[src/hw/rtl/shx_pkg.sv]
// Shared types, constants and the hash fold function for the shift-xor string hash.
// No dependencies; every other file imports this package.
`default_nettype none

package shx_pkg;

  localparam int HASH_W          = 32;
  localparam int KEY_LEN_W       = 16;
  localparam int BYTE_W          = 8;
  localparam int MOD_W           = 16;
  localparam int ROT             = 4;
  localparam int QUEUE_DEPTH_DEF = 2;

  localparam logic [MOD_W-1:0] MOD_RESET = MOD_W'(251);

  // Write side of the hash queue
  typedef struct packed {
    logic              valid;
    logic [HASH_W-1:0] hash;
  } q_wr_t;

  // Queue status seen by both front and back
  typedef struct packed {
    logic empty;
    logic full;
  } q_stat_t;

  typedef enum logic [1:0] {
    BK_IDLE,
    BK_DIV,
    BK_HOLD
  } back_state_t;

  // (h << 4) ^ (h >> 28) is a rotate left by 4; xor in the byte
  function automatic logic [HASH_W-1:0] fold_byte(input logic [HASH_W-1:0] h,
                                                  input logic [BYTE_W-1:0] b);
    return {h[HASH_W-ROT-1:0], h[HASH_W-1:HASH_W-ROT]} ^ {{(HASH_W-BYTE_W){1'b0}}, b};
  endfunction

endpackage

`default_nettype wire

[src/hw/rtl/shx_if.sv]
// Channel interfaces: key byte input, bucket output and modulus configuration.
// Depends on shx_pkg.
`default_nettype none

interface shx_in_if;
  import shx_pkg::*;
  logic                 valid;
  logic                 ready;
  logic [KEY_LEN_W-1:0] key_length;
  logic [BYTE_W-1:0]    data_byte;
  logic                 last_byte;

  modport source (output valid, key_length, data_byte, last_byte, input ready);
  modport sink   (input valid, key_length, data_byte, last_byte, output ready);
endinterface

interface shx_out_if;
  import shx_pkg::*;
  logic             valid;
  logic             ready;
  logic [MOD_W-1:0] bucket_index;

  modport source (output valid, bucket_index, input ready);
  modport sink   (input valid, bucket_index, output ready);
endinterface

interface shx_cfg_if;
  import shx_pkg::*;
  logic             valid;
  logic             ready;
  logic [MOD_W-1:0] data;

  modport source (output valid, data, input ready);
  modport sink   (input valid, data, output ready);
endinterface

`default_nettype wire

[src/hw/rtl/shx_front.sv]
// Front end: accepts key bytes, folds them into the running hash, pushes finished hashes.
// Depends on shx_pkg and shx_if.
`default_nettype none

module shx_front (
  input  wire logic            clk,
  input  wire logic            rst,
  shx_in_if.sink               in_ch,
  input  wire shx_pkg::q_stat_t stat,
  output shx_pkg::q_wr_t       wr
);
  import shx_pkg::*;

  logic [HASH_W-1:0] running_hash;
  logic              key_start;
  logic              accept;
  logic              empty_key;
  logic [HASH_W-1:0] seed;
  logic [HASH_W-1:0] folded;

  // hold off input whenever the queue has no room
  assign in_ch.ready = !stat.full;
  assign accept      = in_ch.valid && in_ch.ready;
  assign empty_key   = key_start && (in_ch.key_length == '0);
  assign seed        = key_start ? {{(HASH_W-KEY_LEN_W){1'b0}}, in_ch.key_length}
                                 : running_hash;
  assign folded      = fold_byte(seed, in_ch.data_byte);

  always_comb begin
    wr.valid = accept && (empty_key || in_ch.last_byte);
    wr.hash  = empty_key ? '0 : folded;
  end

  always_ff @(posedge clk) begin
    if (rst) begin
      running_hash <= '0;
      key_start    <= 1'b1;
    end else if (accept) begin
      if (empty_key) begin
        running_hash <= '0;
        key_start    <= 1'b1;
      end else begin
        running_hash <= folded;
        key_start    <= in_ch.last_byte;
      end
    end
  end

endmodule

`default_nettype wire

[src/hw/rtl/shx_queue.sv]
// Short queue of finished hashes between the front and the back.
// Depends on shx_pkg.
`default_nettype none

module shx_queue #(
  parameter int DEPTH = shx_pkg::QUEUE_DEPTH_DEF
) (
  input  wire logic                      clk,
  input  wire logic                      rst,
  input  wire shx_pkg::q_wr_t            wr,
  input  wire logic                      pop,
  output logic [shx_pkg::HASH_W-1:0]     rd_data,
  output shx_pkg::q_stat_t               stat
);
  import shx_pkg::*;

  localparam int PTR_W = $clog2(DEPTH);
  localparam int CNT_W = $clog2(DEPTH + 1);

  logic [HASH_W-1:0] slots [DEPTH];
  logic [PTR_W-1:0]  wr_ptr;
  logic [PTR_W-1:0]  rd_ptr;
  logic [CNT_W-1:0]  count;
  logic              do_push;
  logic              do_pop;

  assign stat.empty = (count == '0);
  assign stat.full  = (count == CNT_W'(DEPTH));
  assign do_push    = wr.valid && !stat.full;
  assign do_pop     = pop && !stat.empty;
  assign rd_data    = slots[rd_ptr];

  always_ff @(posedge clk) begin
    if (do_push) begin
      slots[wr_ptr] <= wr.hash;
    end
  end

  always_ff @(posedge clk) begin
    if (rst) begin
      wr_ptr <= '0;
      rd_ptr <= '0;
      count  <= '0;
    end else begin
      if (do_push) begin
        wr_ptr <= (wr_ptr == PTR_W'(DEPTH - 1)) ? '0 : wr_ptr + 1'b1;
      end
      if (do_pop) begin
        rd_ptr <= (rd_ptr == PTR_W'(DEPTH - 1)) ? '0 : rd_ptr + 1'b1;
      end
      if (do_push && !do_pop) begin
        count <= count + 1'b1;
      end else if (do_pop && !do_push) begin
        count <= count - 1'b1;
      end
    end
  end

endmodule

`default_nettype wire

[src/hw/rtl/shx_back.sv]
// Back end: bit-serial remainder of a queued hash by the modulus, held in the output register.
// Depends on shx_pkg and shx_if.
`default_nettype none

module shx_back (
  input  wire logic                   clk,
  input  wire logic                   rst,
  input  wire logic [shx_pkg::MOD_W-1:0]  modulus,
  input  wire logic [shx_pkg::HASH_W-1:0] rd_data,
  input  wire shx_pkg::q_stat_t       stat,
  output logic                        pop,
  shx_out_if.source                   out_ch
);
  import shx_pkg::*;

  localparam int CNT_W = $clog2(HASH_W);

  back_state_t       state;
  back_state_t       state_next;
  logic [HASH_W-1:0] dividend;
  logic [MOD_W-1:0]  rem;
  logic [CNT_W-1:0]  cnt;
  logic [MOD_W:0]    trial;
  logic              fits;

  // one quotient bit per cycle: shift in the next dividend bit, subtract if it fits
  assign trial = {rem, dividend[HASH_W-1]};
  assign fits  = (trial >= {1'b0, modulus});

  always_comb begin
    state_next = state;
    unique case (state)
      BK_IDLE: begin
        if (!stat.empty) begin
          state_next = (modulus == '0) ? BK_HOLD : BK_DIV;
        end
      end
      BK_DIV: begin
        if (cnt == CNT_W'(HASH_W - 1)) begin
          state_next = BK_HOLD;
        end
      end
      BK_HOLD: begin
        if (out_ch.ready) begin
          state_next = BK_IDLE;
        end
      end
      default: state_next = BK_IDLE;
    endcase
  end

  always_comb begin
    pop              = 1'b0;
    out_ch.valid     = 1'b0;
    out_ch.bucket_index = rem;
    unique case (state)
      BK_IDLE: pop          = !stat.empty;
      BK_DIV:  pop          = 1'b0;
      BK_HOLD: out_ch.valid = 1'b1;
      default: pop          = 1'b0;
    endcase
  end

  always_ff @(posedge clk) begin
    if (rst) begin
      state <= BK_IDLE;
    end else begin
      state <= state_next;
    end
  end

  always_ff @(posedge clk) begin
    unique case (state)
      BK_IDLE: begin
        dividend <= rd_data;
        cnt      <= '0;
        // a zero modulus means 65536: the low half is the answer
        rem      <= (modulus == '0) ? rd_data[MOD_W-1:0] : '0;
      end
      BK_DIV: begin
        dividend <= {dividend[HASH_W-2:0], 1'b0};
        cnt      <= cnt + 1'b1;
        rem      <= fits ? MOD_W'(trial - {1'b0, modulus}) : trial[MOD_W-1:0];
      end
      BK_HOLD: begin
        rem <= rem;
      end
      default: begin
        rem <= rem;
      end
    endcase
  end

endmodule

`default_nettype wire

[src/hw/rtl/shift_xor_string_hash_mod.sv]
// Top level of the shift-xor string hash: front, hash queue, back and modulus register.
// Depends on shx_pkg, shx_if, shx_front, shx_queue and shx_back.
//
// Usage:
//   in_ch  - one key byte per transaction with key_length (sampled on the first
//            byte of a key) and last_byte marking the final byte. A first item
//            with key_length zero is a whole key by itself and yields 0.
//   out_ch - one bucket_index transaction per key: hash modulo bucket_modulus.
//   cfg    - writes bucket_modulus (reset 251); zero acts as 65536. Write only
//            while the block is idle. cfg.ready is always high.
// Timing:
//   The front folds one byte per cycle, so keys stream at one byte a cycle as
//   long as the hash queue has room. The back reduces one hash at a time with
//   a bit-serial remainder unit: while idle it pops a queued hash, then shifts
//   all 32 hash bits through the remainder (skipped for a zero modulus), then
//   holds out_ch.valid with the result until out_ch.ready. A new hash is popped
//   only after that result is taken.
// Stall: a stalled out_ch holds the result; the queue (QUEUE_DEPTH hashes)
//   then fills and in_ch.ready drops. Reset clears the hash, the queue and
//   the back, and restores the modulus; no clearing pass is needed.
`default_nettype none

module shift_xor_string_hash_mod #(
  parameter int QUEUE_DEPTH = shx_pkg::QUEUE_DEPTH_DEF
) (
  input  wire logic  clk,
  input  wire logic  rst,
  shx_in_if.sink     in_ch,
  shx_out_if.source  out_ch,
  shx_cfg_if.sink    cfg
);
  import shx_pkg::*;

  logic [MOD_W-1:0]  modulus;
  q_wr_t             wr;
  q_stat_t           stat;
  logic              pop;
  logic [HASH_W-1:0] rd_data;

  // accept a modulus write on any cycle
  assign cfg.ready = 1'b1;

  always_ff @(posedge clk) begin
    if (rst) begin
      modulus <= MOD_RESET;
    end else if (cfg.valid) begin
      modulus <= cfg.data;
    end
  end

  shx_front u_front (
    .clk   (clk),
    .rst   (rst),
    .in_ch (in_ch),
    .stat  (stat),
    .wr    (wr)
  );

  shx_queue #(
    .DEPTH (QUEUE_DEPTH)
  ) u_queue (
    .clk     (clk),
    .rst     (rst),
    .wr      (wr),
    .pop     (pop),
    .rd_data (rd_data),
    .stat    (stat)
  );

  shx_back u_back (
    .clk     (clk),
    .rst     (rst),
    .modulus (modulus),
    .rd_data (rd_data),
    .stat    (stat),
    .pop     (pop),
    .out_ch  (out_ch)
  );

`ifndef NO_ASSERTIONS
  // every key end must land in the queue
  a_last_pushes: assert property (@(posedge clk) disable iff (rst)
    (in_ch.valid && in_ch.ready && in_ch.last_byte) |-> wr.valid)
    else $error("key end did not push a hash");

  // the front never pushes into a full queue
  a_no_overflow: assert property (@(posedge clk) disable iff (rst)
    wr.valid |-> !stat.full)
    else $error("push into full hash queue");

  // the back only pops a queue that holds something
  a_no_underflow: assert property (@(posedge clk) disable iff (rst)
    pop |-> !stat.empty)
    else $error("pop from empty hash queue");

  // a reduced hash stays below a nonzero modulus
  a_rem_range: assert property (@(posedge clk) disable iff (rst)
    (out_ch.valid && (modulus != '0)) |-> (out_ch.bucket_index < modulus))
    else $error("bucket index not below modulus");
`endif

endmodule

`default_nettype wire
[src/flat_wrapper.sv]
// flat-port wrapper written by rule: the top's interface ports become plain ports
module shift_xor_string_hash_mod_flat import shx_pkg::*;
#(
  parameter int QUEUE_DEPTH = shx_pkg::QUEUE_DEPTH_DEF
)
  (clk, rst, in_ch_valid, in_ch_key_length, in_ch_data_byte, in_ch_last_byte, in_ch_ready, out_ch_valid, out_ch_bucket_index, out_ch_ready, cfg_valid, cfg_data, cfg_ready);
  shx_in_if in_ch_i ();
  shx_out_if out_ch_i ();
  shx_cfg_if cfg_i ();
  input  wire logic clk;
  input  wire logic rst;
  input wire logic [$bits(in_ch_i.valid)-1:0] in_ch_valid;
  input wire logic [$bits(in_ch_i.key_length)-1:0] in_ch_key_length;
  input wire logic [$bits(in_ch_i.data_byte)-1:0] in_ch_data_byte;
  input wire logic [$bits(in_ch_i.last_byte)-1:0] in_ch_last_byte;
  output wire logic [$bits(in_ch_i.ready)-1:0] in_ch_ready;
  output wire logic [$bits(out_ch_i.valid)-1:0] out_ch_valid;
  output wire logic [$bits(out_ch_i.bucket_index)-1:0] out_ch_bucket_index;
  input wire logic [$bits(out_ch_i.ready)-1:0] out_ch_ready;
  input wire logic [$bits(cfg_i.valid)-1:0] cfg_valid;
  input wire logic [$bits(cfg_i.data)-1:0] cfg_data;
  output wire logic [$bits(cfg_i.ready)-1:0] cfg_ready;
  assign in_ch_i.valid = in_ch_valid;
  assign in_ch_i.key_length = in_ch_key_length;
  assign in_ch_i.data_byte = in_ch_data_byte;
  assign in_ch_i.last_byte = in_ch_last_byte;
  assign in_ch_ready = in_ch_i.ready;
  assign out_ch_valid = out_ch_i.valid;
  assign out_ch_bucket_index = out_ch_i.bucket_index;
  assign out_ch_i.ready = out_ch_ready;
  assign cfg_i.valid = cfg_valid;
  assign cfg_i.data = cfg_data;
  assign cfg_ready = cfg_i.ready;
  shift_xor_string_hash_mod #(.QUEUE_DEPTH(QUEUE_DEPTH)) u_core (.clk(clk), .rst(rst), .in_ch(in_ch_i), .out_ch(out_ch_i), .cfg(cfg_i));
endmodule
[config.mk]
export PLATFORM = sky130hd
export DESIGN_NAME = shift_xor_string_hash_mod_flat
export DESIGN_NICKNAME = d
export VERILOG_FILES = /design/src/hw/rtl/shx_pkg.sv /design/src/hw/rtl/shx_if.sv /design/src/hw/rtl/shx_front.sv /design/src/hw/rtl/shx_queue.sv /design/src/hw/rtl/shx_back.sv /design/src/hw/rtl/shift_xor_string_hash_mod.sv /design/src/flat_wrapper.sv
export SDC_FILE = /design/constraint.sdc
export NUM_CORES = 1
export LEC_CHECK = 0
export BUFFER_PORTS_ARGS = -buffer_cell sky130_fd_sc_hd__buf_2
export CAP_MARGIN = 20
export CELL_PAD_IN_SITES_DETAIL_PLACEMENT = 0
export CELL_PAD_IN_SITES_GLOBAL_PLACEMENT = 1
export CORE_MARGIN = 2
export CORE_UTILIZATION = 35
export CTS_CLUSTER_SIZE = 30
export DETAILED_ROUTE_END_ITERATION = 10
export HOLD_SLACK_MARGIN = 0.06
export PLACE_DENSITY = 0.62
export SYNTH_ARGS = -nofsm -noshare
export SYNTH_HDL_FRONTEND = slang
export SYNTH_HIERARCHICAL = 1
export SYNTH_SLANG_ARGS = --single-unit
[constraint.sdc]
create_clock -name clk -period 3.6 [get_ports clk]
set_input_delay 0.36 -clock clk [delete_from_list [all_inputs] [get_ports clk]]
set_output_delay 0.36 -clock clk [all_outputs]
set_load 0.05 [all_outputs]
==> impl_results.md <==
* NumNets Final at 848
* Die X at 156 um
* Fmax at 0.318 GHz
* Setup violators final at 0
* DIE HEIGHT at 156 um
* Post-synthesis sequential area ratio at 57.1%
* Post-Route WL at 17.5 mm
* Number of global-route vias before repair at 5423
* Sequential power share at 47.6%
* Yosys warning count at 6
* Sequence of cells on the critical path: ha_1, a2111oi_4, a211oi_2, nor3_2, o21ai_2, a311oi_4, buf_12, mux2i_1, o22ai_1
* Int Pwr at 4030 uW
* Combinational power share at 20.6%
* DRC at 0
* Slowest CP cell: a311oi_4
* Period minus WS final at 3140 ps
* CP required at 3750 ps
* Max IR drop VDD at 0.314 mV
* Mapped Nets at 789
* Hold Vio Cnt, Final at 0
* Post-Syn Area at 8110 sq um
* Total track usage at 14.9%
* Max-cap violations at 0
* Most common cell after layout, fill and taps aside: nand2_1
* Switch share at 29.3%
* Postcts setup bufs at 0
* Placed Instances at 1048
* Clk buf depth at 2
* Register Area at 4630 sq um
* Row cnt at 55
* Share of cells above drive strength 1 at 21.0%
* Avg Inst Size Synth at 11.2 sq um
* First-pass GRT wire length at 28.4 mm
* Antenna-violating nets left at 0
* Largest net degree at the start of global routing at 55
* CTS H-tree depth at 4
* Via count at 5408
* Initial core utilization at 35.7%
* Die area at 24400 sq um
* RSZ-0062 raised after global routing: false
* Hold-fix buffers, CTS at 0
* CP arrival at 3290 ps
* Number of port buffers at 63
* Slowest stage delay, CP at 500 ps
* Initial antenna violation count at 0
* IO Pins at 65
* FF+latch count, synth at 173
* DRT Pass-1 Iters at 4
* Grt ovf at 0
* Ys async rst share at 0%
* Setup TNS Final at 0 ps
* Worst hold path class: in2reg
* Leak at 0.00383 uW
* Top FF cell, synth: edfxtp_1
* Cell count after synthesis at 723
* Final Cycle Share at 87.3%
* DRT iter0 DRCs at 195
* NetSw at 1670 uW
* CTS tree: done
* Total CTS buffers at 17
* Filler cell count at 2169
* Critical path peak fanout at 12
* Area of the multi-input gates at 3180 sq um
* Via density at 5.01
* Root Driver: clkbuf_16
* Count of flip-flops with a built-in enable after synthesis at 117
* Crit path kind: reg2reg
* Cts repair resizes at 0
* Worst-Skew Late Latency at 420 ps
* Clock transition at path regs at 70 ps
* Post-synthesis cell type count at 57
* Layout Skew at 8.00 ps
* Worst Max-Slew Pin Slew at 772 ps
* Avg WL per Cell at 16.2 um
* Clock sink count at 173
* Hpwl dp at 12.1 mm
* Layout area overhead at 14.4%
* Max_slew headroom at 48.3%
* CP Capture Type: register
* Most frequent cells in the layout: 127 x nand2_1, 117 x edfxtp_1, 68 x nor2_1
* Max-slew violation count at 0
* Core box area at 22700 sq um
* Power Dens Cells at 614 nW/um^2
* Status: finished, final reports clean
* Final non-filler cell total at 1080
* Clock share of power at 31.8%
* Placer Congestion at 0.890
* Antenna diodes at 0
* CP startpoint kind: register
-- flip-flops by register name, summed over array words and instances (netlist names), named ones only --
register	cells
u_core/u_queue/rd_ptr	1
u_core/modulus	16
u_core/u_front/running_hash	32
u_core/u_front/key_start	1
u_core/u_back/state	2
u_core/u_back/dividend	32
u_core/u_queue/wr_ptr	1
u_core/u_queue/count	2
u_core/u_back/out_ch.bucket_index	16
u_core/u_back/cnt	5
u_core/u_queue/slots	64
-- synth_stat cells, drive strengths merged, types with 11 or more instances --
library cell	instances	area, sq um
clkbuf	16	61.3
nand2	127	477
xnor2	11	96.3
ha	19	238
nor2b	24	153
dfxtp	56	1120
nor2	68	255
xor2	15	131
edfxtp	117	3510
buf	21	143
mux2	44	495
o22ai	13	81.3
a21oi	27	135
mux2i	27	270
nor3	20	105
inv	26	97.6
-- critical path, delay by kind of cell (launching register included) --
kind,cells,cell delay [ps]
AO/OA/AOI/OAI,5,1290
flip-flops,1,420
adder cells (fa/ha/maj),1,400
AND/OR/NAND/NOR,1,290
multiplexers,1,230
buffers and inverters,1,220
-- worst paths after layout --
| check | start | endpoint | slack, ps | cells past startpoint |
|---|---|---|---|---|
| min | cfg_data[7] | u_core/modulus[7]$_SDFFE_PP1P_ | 140 | 2 |
| min reg2reg | u_core/u_front/running_hash[20]$_SDFFE_PP0P_ | u_core/u_front/running_hash[20]$_SDFFE_PP0P_ | 450 | 2 |
| max | u_core/u_back/out_ch.bucket_index[3]$_DFFE_PP_ | u_core/u_back/out_ch.bucket_index[11]$_DFFE_PP_ | 460 | 9 |
| max reg2reg | u_core/u_back/out_ch.bucket_index[3]$_DFFE_PP_ | u_core/u_back/out_ch.bucket_index[11]$_DFFE_PP_ | 460 | 9 |
-- logic make-up (layout without fill, tap and decap cells) --
family	count (synthesis)	count (layout)	synth area share, %
mux	71	71	9.44
fa+ha+maj	20	20	3.18
simple gates	285	285	16.3
compound gates	84	84	7.40
xor+xnor	26	26	2.81
flops	173	173	57.1
buf+inv	63	135	3.72
other cells	1	1	0.0462
-- metal layers --
layer	wire, um	vias up	GRT usage [%]
met5	0	-	0
met4	250	0	4.24
met3	879	17	3.88
met2	7590	132	23.0
met1	8780	2579	20.8
li1	-	2680	-
-- area by class of cell --
cell class,count,share of cell area (%)
sequential,173,49.9
multi-input combinational,487,34.3
clock buffer,20,4.93
timing repair buffer,77,4.66
tap,285,3.84
clock inverter,12,1.33
inverter,26,1.05
-- power groups by stage --
| stage | sequential [uW] | combinational, uW | clock [uW] |
|---|---|---|---|
| after floorplan | 2710 | 882 | 0 |
| after global placement | 2750 | 1160 | 0 |
| after detailed placement | 2760 | 1180 | 0 |
| after CTS | 2710 | 1190 | 1870 |
| after global routing | 2750 | 1320 | 1950 |
| final | 2710 | 1170 | 1820 |
-- metrics by stage --
stage	power (uW)	worst slack, ps	utilization (%)	hold slack, ps	area [sq um]
after floorplan	3590	424	-	429	8110
after global placement	3900	562	38.3	437	8700
after detailed placement	3930	492	38.3	442	8700
after CTS	5770	459	40.9	127	9280
after global routing	6030	262	40.9	138	9280
final	5700	456	40.9	145	9280
No activity file was read; power rests on OpenSTA's default activity.
